===== src/rtl/fvsc_pkg.sv =====
// ----------------------------------------------------------------------------
// fvsc_pkg
// types, codes and constants shared by the sigma clip block
// ----------------------------------------------------------------------------
package fvsc_pkg;

  localparam int MaxFeaturesDefault = 512;
  localparam int FracBitsDefault    = 4;

  localparam logic [1:0] OP_LOAD   = 2'd0;
  localparam logic [1:0] OP_FINISH = 2'd1;
  localparam logic [1:0] OP_FETCH  = 2'd2;

  localparam logic [1:0] KIND_STATS = 2'd0;
  localparam logic [1:0] KIND_KEPT  = 2'd1;
  localparam logic [1:0] KIND_NONE  = 2'd2;

  typedef struct packed {
    logic [1:0]         opcode;
    logic signed [15:0] disp_x;
    logic signed [15:0] disp_y;
  } in_item_t;

  typedef struct packed {
    logic [1:0]         kind;
    logic [15:0]        mean_mag;
    logic [15:0]        std_mag;
    logic [17:0]        clip_level;
    logic [9:0]         total_count;
    logic [9:0]         kept_count;
    logic               overflowed;
    logic signed [15:0] out_x;
    logic signed [15:0] out_y;
    logic [15:0]        out_mag;
  } out_item_t;

  // datapath commands
  typedef enum logic [3:0] {
    CMD_NOP     = 4'd0,
    CMD_LOAD    = 4'd1,  // start root of new vector
    CMD_SUM_CLR = 4'd2,  // clear accumulators, index
    CMD_SUM     = 4'd3,  // accumulate one magnitude
    CMD_DIV1    = 4'd4,  // start mean division
    CMD_DEV     = 4'd5,  // accumulate one squared deviation
    CMD_DIV2    = 4'd6,  // start variance division
    CMD_ROOT    = 4'd7,  // start std root
    CMD_THR     = 4'd8,  // form threshold, clear index
    CMD_KEEP    = 4'd9,  // count one kept
    CMD_REPORT  = 4'd10, // emit stats
    CMD_FSCAN   = 4'd11, // examine one entry at fetch pointer
    CMD_FNONE   = 4'd12  // emit none-left
  } cmd_code_t;

  typedef struct packed {
    cmd_code_t code;
    logic      new_set;  // load after finish
  } dp_cmd_t;

  typedef struct packed {
    logic unit_busy;   // divider or root running, or store or mean pending
    logic idx_last;    // walk index at last entry
    logic empty;       // load count zero
    logic finished;
    logic fetch_end;   // fetch pointer at load count
    logic fetch_hit;   // read entry is kept
    logic rd_valid;    // read data registered for a walk or scan
  } dp_stat_t;

endpackage


===== src/rtl/fvsc_ctrl.sv =====
// ----------------------------------------------------------------------------
// fvsc_ctrl
// controller: sequences load, finish walks and fetch scan
// ----------------------------------------------------------------------------
module fvsc_ctrl (
  input  logic               clk,
  input  logic               rst,
  input  logic               start,
  input  logic [1:0]         opcode,
  input  fvsc_pkg::dp_stat_t stat,
  output logic               busy,
  output fvsc_pkg::dp_cmd_t  cmd
);
  import fvsc_pkg::*;

  typedef enum logic [12:0] {
    S_IDLE  = 13'b0000000000001,
    S_LOAD  = 13'b0000000000010,
    S_SUM   = 13'b0000000000100,
    S_DIV1  = 13'b0000000001000,
    S_WDIV1 = 13'b0000000010000,
    S_DEV   = 13'b0000000100000,
    S_DIV2  = 13'b0000001000000,
    S_ROOT  = 13'b0000010000000,
    S_WROOT = 13'b0000100000000,
    S_KEEP  = 13'b0001000000000,
    S_REP   = 13'b0010000000000,
    S_FSCAN = 13'b0100000000000,
    S_FWAIT = 13'b1000000000000
  } state_t;

  state_t state, state_next;

  always_ff @(posedge clk) begin
    if (rst) state <= S_IDLE;
    else     state <= state_next;
  end

  always_comb begin
    state_next  = state;
    cmd.code    = CMD_NOP;
    cmd.new_set = stat.finished;
    busy        = (state != S_IDLE) || stat.unit_busy;
    case (state)
      S_IDLE: begin
        if (start && !busy) begin
          case (opcode)
            OP_LOAD:   cmd.code = CMD_LOAD;
            OP_FINISH: begin
              cmd.code   = CMD_SUM_CLR;
              state_next = stat.empty ? S_DIV2 : S_SUM;
            end
            OP_FETCH: begin
              if (!stat.finished || stat.fetch_end) cmd.code = CMD_FNONE;
              else state_next = S_FSCAN;
            end
            default: ;
          endcase
        end
      end
      S_SUM: begin
        cmd.code = CMD_SUM;
        if (stat.idx_last) state_next = S_DIV1;
      end
      S_DIV1: begin
        cmd.code   = CMD_DIV1;
        state_next = S_WDIV1;
      end
      S_WDIV1: if (!stat.unit_busy) state_next = S_DEV;
      S_DEV: begin
        cmd.code = CMD_DEV;
        if (stat.idx_last) state_next = S_DIV2;
      end
      S_DIV2: begin
        if (!stat.empty) cmd.code = CMD_DIV2;
        state_next = S_ROOT;
      end
      S_ROOT: if (!stat.unit_busy) begin
        if (!stat.empty) cmd.code = CMD_ROOT;
        state_next = S_WROOT;
      end
      S_WROOT: if (!stat.unit_busy) begin
        cmd.code   = CMD_THR;
        state_next = stat.empty ? S_REP : S_KEEP;
      end
      S_KEEP: begin
        cmd.code = CMD_KEEP;
        if (stat.idx_last) state_next = S_LOAD;
      end
      S_LOAD: state_next = S_REP;  // drain last kept compare
      S_REP: begin
        cmd.code   = CMD_REPORT;
        state_next = S_IDLE;
      end
      S_FSCAN: begin
        cmd.code   = CMD_FSCAN;
        state_next = S_FWAIT;
      end
      S_FWAIT: begin
        if (stat.fetch_hit) state_next = S_IDLE;
        else if (stat.fetch_end) begin
          cmd.code   = CMD_FNONE;
          state_next = S_IDLE;
        end else state_next = S_FSCAN;
      end
      default: state_next = S_IDLE;
    endcase
  end
endmodule


===== config.mk =====
export PLATFORM = sky130hd
export DESIGN_NAME = fvsc_ctrl
export DESIGN_NICKNAME = d
export VERILOG_FILES = /design/src/rtl/fvsc_pkg.sv /design/src/rtl/fvsc_ctrl.sv
export SDC_FILE = /design/constraint.sdc
export NUM_CORES = 1
export LEC_CHECK = 0
export ABC_CLOCK_PERIOD_IN_PS = 6350
export BUFFER_PORTS_ARGS = -buffer_cell sky130_fd_sc_hd__buf_4
export CORE_MARGIN = 2
export CORE_UTILIZATION = 25
export CTS_CLUSTER_DIAMETER = 60
export DETAILED_ROUTE_END_ITERATION = 10
export PLACE_DENSITY_LB_ADDON = 0.1
export RECOVER_POWER = 25
export SYNTH_ARGS = -nofsm -noshare
export SYNTH_HDL_FRONTEND = slang
export SYNTH_SLANG_ARGS = --single-unit

===== constraint.sdc =====
create_clock -name clk -period 6.35 [get_ports clk]
set_input_delay 1.27 -clock clk [delete_from_list [all_inputs] [get_ports clk]]
set_output_delay 1.27 -clock clk [all_outputs]
set_load 0.02 [all_outputs]

Word-level counts from Yosys, hierarchy flattened
Index checks and enable logic that the tools add are counted.
- register bits: 13
- output and inout port bits: 6
- logic and storage cells: 57
- equal/unequal tests: 25
- multiplexer cells: 24
- reduce and logical (&&, ||, !) cells: 7
- operators by type and width (cell ; number):
    13-bit case mux with 12 select lines ; 1
    13-bit 2-to-1 mux ; 8
    4-bit case mux with 11 select lines ; 1
    13-bit case mux with 2 select lines ; 1
    12-bit 2-to-1 mux ; 2
    4-bit 2-to-1 mux ; 5
    2-bit inequality test, second input constant ; 7
    13-bit by 1-bit equality test with 1-bit output, second input constant ; 1
    13-bit by 10-bit equality test with 1-bit output, second input constant ; 1
    13-bit by 11-bit equality test with 1-bit output, second input constant ; 1
    13-bit by 12-bit equality test with 1-bit output, second input constant ; 1
    13-bit equality test, second input constant ; 1
    13-bit by 2-bit equality test with 1-bit output, second input constant ; 1
    13-bit by 3-bit equality test with 1-bit output, second input constant ; 1
    13-bit by 4-bit equality test with 1-bit output, second input constant ; 1
    13-bit by 5-bit equality test with 1-bit output, second input constant ; 1
    13-bit by 6-bit equality test with 1-bit output, second input constant ; 1
    13-bit by 7-bit equality test with 1-bit output, second input constant ; 1
    13-bit by 8-bit equality test with 1-bit output, second input constant ; 1
    13-bit by 9-bit equality test with 1-bit output, second input constant ; 1
    13-bit by 1-bit inequality test with 1-bit output, second input constant ; 1
    4-bit case mux with 3 select lines ; 1
    11-bit 2-to-1 mux ; 1
    3-bit 2-to-1 mux ; 3
    10 further kinds ; 12

Logic depth before layout (Yosys ltp)
- word-level depth: 6
- mapped depth: 6

Least setup slack after synthesis
No wires, ideal clock.
- path kind: input port to output port
- start: input stat[6] (netlist name)
- end: output cmd[1] (netlist name)
- data arrival time: 2107 ps
- data required time: 5080 ps
- setup slack: 2973 ps
- stages on the path: 2
- buffers on the path: 0
- path through: or3b_2 > o211ai_1
- RTL lines (what ; RTL line ; RTL):
    start: declaration ; fvsc_ctrl.sv:10 ; input fvsc_pkg::dp_stat_t stat,
    end: declaration ; fvsc_ctrl.sv:12 ; output fvsc_pkg::dp_cmd_t cmd

==> results.toml <==
[critical_path]
worstPathRequired_ps = 5080
crit_fanout = 8
worstPathArrival_ps = 2370
endpoint_kind = "primary output"
critPathLaunchType = "flop"
path_class = "flop to primary output"

[synth]
synth_flop_cell = "dfxtp_1"
post-synth-top-count-cell = "dfxtp_1"
synth.avg_cell_area_sq_um = 8.36
yosys-top-cells-count = "dfxtp_1 (13), buf_2 (9), nor2_1 (9)"
synth-seq-cells = 13
synth_area_leaders = "dfxtp_1 (22%), buf_2 (3.8%), nand4_1 (3.7%)"
syn-num-nets = 154
yosys_warnings = 0
synthArstFlopShare_pct = 0
synth_edf_count = 0
ys_seq_area_share_pct = 21.9
postSynthCellCount = 142
syn_area_sq_um = 1190
yosysTopAreaCell = "dfxtp_1"
yosysUniqueCellTypes = 56
yosys.area.top_type_share_pct = 21.9

[sta]
final_hold_viol_count = 0
layout_min_cycle_time_ps = 3640
setup_tns_ps = 0
relSlewSlack_pct = 65.0
setup-violations-final = 0
finClkSkew_ps = 2.05
post-route-period-util_pct = 57.3
fmax_ghz = 0.275
drv_slew = 0
rsz0062_at_grt = "false"
tightest_slew_ps = 521

[flow_run]
drv_cap = 0

[cts]
tritoncts = "yes"
worstSkewPairLatency_ps = 240
clk_pin_slew_ps = 60
cts_htree_levels = 1
cts.root.buffer_cell = "clkbuf_8"
post_cts_buffers = 0
ctsLongestPathBuffers = 2
ctsResizeCount = 0
cts.sinks = 13
cts_hold_buf = 0
numCtsBuffers = 3

[grt]
grt_start_max_net_pins = 15
grtUsageTotal_pct = 13.5
grt_pass1_wl_um = 5500
grt_remaining_overflow = 0
grt_pass1_vias = 1074
antenna_found_initial = 0

[power_and_ir_drop]
switchingPower_mw = 0.163
seq_power_share_pct = 29.0
total_leakage_power_nw = 0.470
clockPowerShare_pct = 21.1
vdd_drop_max_mv = 0.106
netSwitchingFraction_pct = 44.9
power_frac_comb_pct = 49.9
pwr_density_cell_nw_per_um2 = 271
p_int_mw = 0.200
finalPower_mw = 0.364

[outcome]
status = "finished, final reports clean"

[place]
post_dp_cell_area_sq_um = 1300
port_buffers = 16
place.gp.congestion = 0.781
dp_hpwl_um = 2680

[floorplanning]
num_io_pins = 18
die_w_um = 72.9
dieArea_sq_um = 5320
row_count = 25
initial_utilization_pct = 25.5
dieHeight_um = 72.9
coreArea_sq_um = 4660

[layout]
diodes = 0
top_regs = "state (13)"
finalInstanceArea_sq_um = 1340
largest_reg_flops = 13
syn2layout_area_growth_pct = 13.0
fillers = 499
top_register = "state"
final_nets = 162
drive_above_1_share_pct = 23.5

[route]
viasPerCell = 5.74
wl_per_cell_um = 17.0
first_pass_iters = 4
vias = 1165
first_iter_violations = 75
drc = 0
routed_wl_um = 3440
ant_nets = 0

[min_path]
hp-class = "flop to flop"
## worst paths after layout
check                   startpoint                    end  slack, ps  cells past startpoint
max          state[0]$_SDFFE_PP1P_                 cmd[3]       2710                      6
min          state[4]$_SDFFE_PP0P_  state[4]$_SDFFE_PP0P_        600                      2
max reg2reg  state[0]$_SDFFE_PP1P_  state[9]$_SDFFE_PP0P_       4170                      5
min reg2reg  state[4]$_SDFFE_PP0P_  state[4]$_SDFFE_PP0P_        600                      2
## critical path, cell delays in order (launching register included)
cell and delay [ps]:
dfxtp_1 480, nor4b_1 480, nand4_1 380, o32ai_1 360, a21oi_1 150, nand4b_1 120, buf_4 150
## power groups by stage
stage / Sequential (mW) / Clock, mW / Combinational [mW]
6_report: 0.106 / 0.0767 / 0.181
3_5_place_dp: 0.106 / 0 / 0.184
2_1_floorplan: 0.0907 / 0 / 0.147
3_3_place_gp: 0.107 / 0 / 0.187
4_1_cts: 0.105 / 0.0794 / 0.184
5_1_grt: 0.106 / 0.0838 / 0.201
## metal layers
layer	global-route usage, %	vias to the layer above	wire length [um]
met1	18.8	570	1640
met3	2.49	2	159
met2	22.1	30	1610
met4	2.47	0	26
met5	0	-	0
li1	-	563	-
## through the flow
stage                     utilization, %  hold WS [ps]  setup WS [ps]  cells
after floorplan                        -           544           2970    142
after global placement              28.0           587           2740    199
after detailed placement            28.0           583           2740    199
after CTS                           28.9           593           2740    203
after global routing                28.8           648           2520    203
final                               28.8           600           2710    203
## cell families after synthesis
group | synth area share [%]
simple gates | 43.2
compound gates | 22.3
buf+inv | 7.27
flops | 21.9
xor+xnor | 4.43
mux | 0.843
## cells in the final DEF, fill, tap and decap left out, types with 2 or more instances in the layout
cell type,count
nor3_1,8
inv_1,4
nor3b_1,3
and4_1,2
o211ai_1,2
nor2_1,9
clkbuf_1,2
nor4_4,2
o21ai_0,3
o31ai_1,5
nor4_1,6
nand2b_1,5
a21oi_1,8
buf_4,15
nand4_1,7
nand3_1,2
nor4b_1,3
xnor2_1,3
or4_4,2
dfxtp_1,13
nor2b_1,2
nand2_1,5
nand4b_1,2
xor2_1,3
clkbuf_8,3
## area by class of cell
| class | count | area, sq um | share of cell area, % |
|---|---|---|---|
| clock buffer | 4 | 45.0 | 3.36 |
| inverter | 4 | 15.0 | 1.12 |
| multi-input combinational | 112 | 837 | 62.4 |
| sequential | 13 | 260 | 19.4 |
| timing repair buffer | 16 | 116 | 8.68 |
| tap | 54 | 67.6 | 5.04 |
No activity file was read; power rests on OpenSTA's default activity.
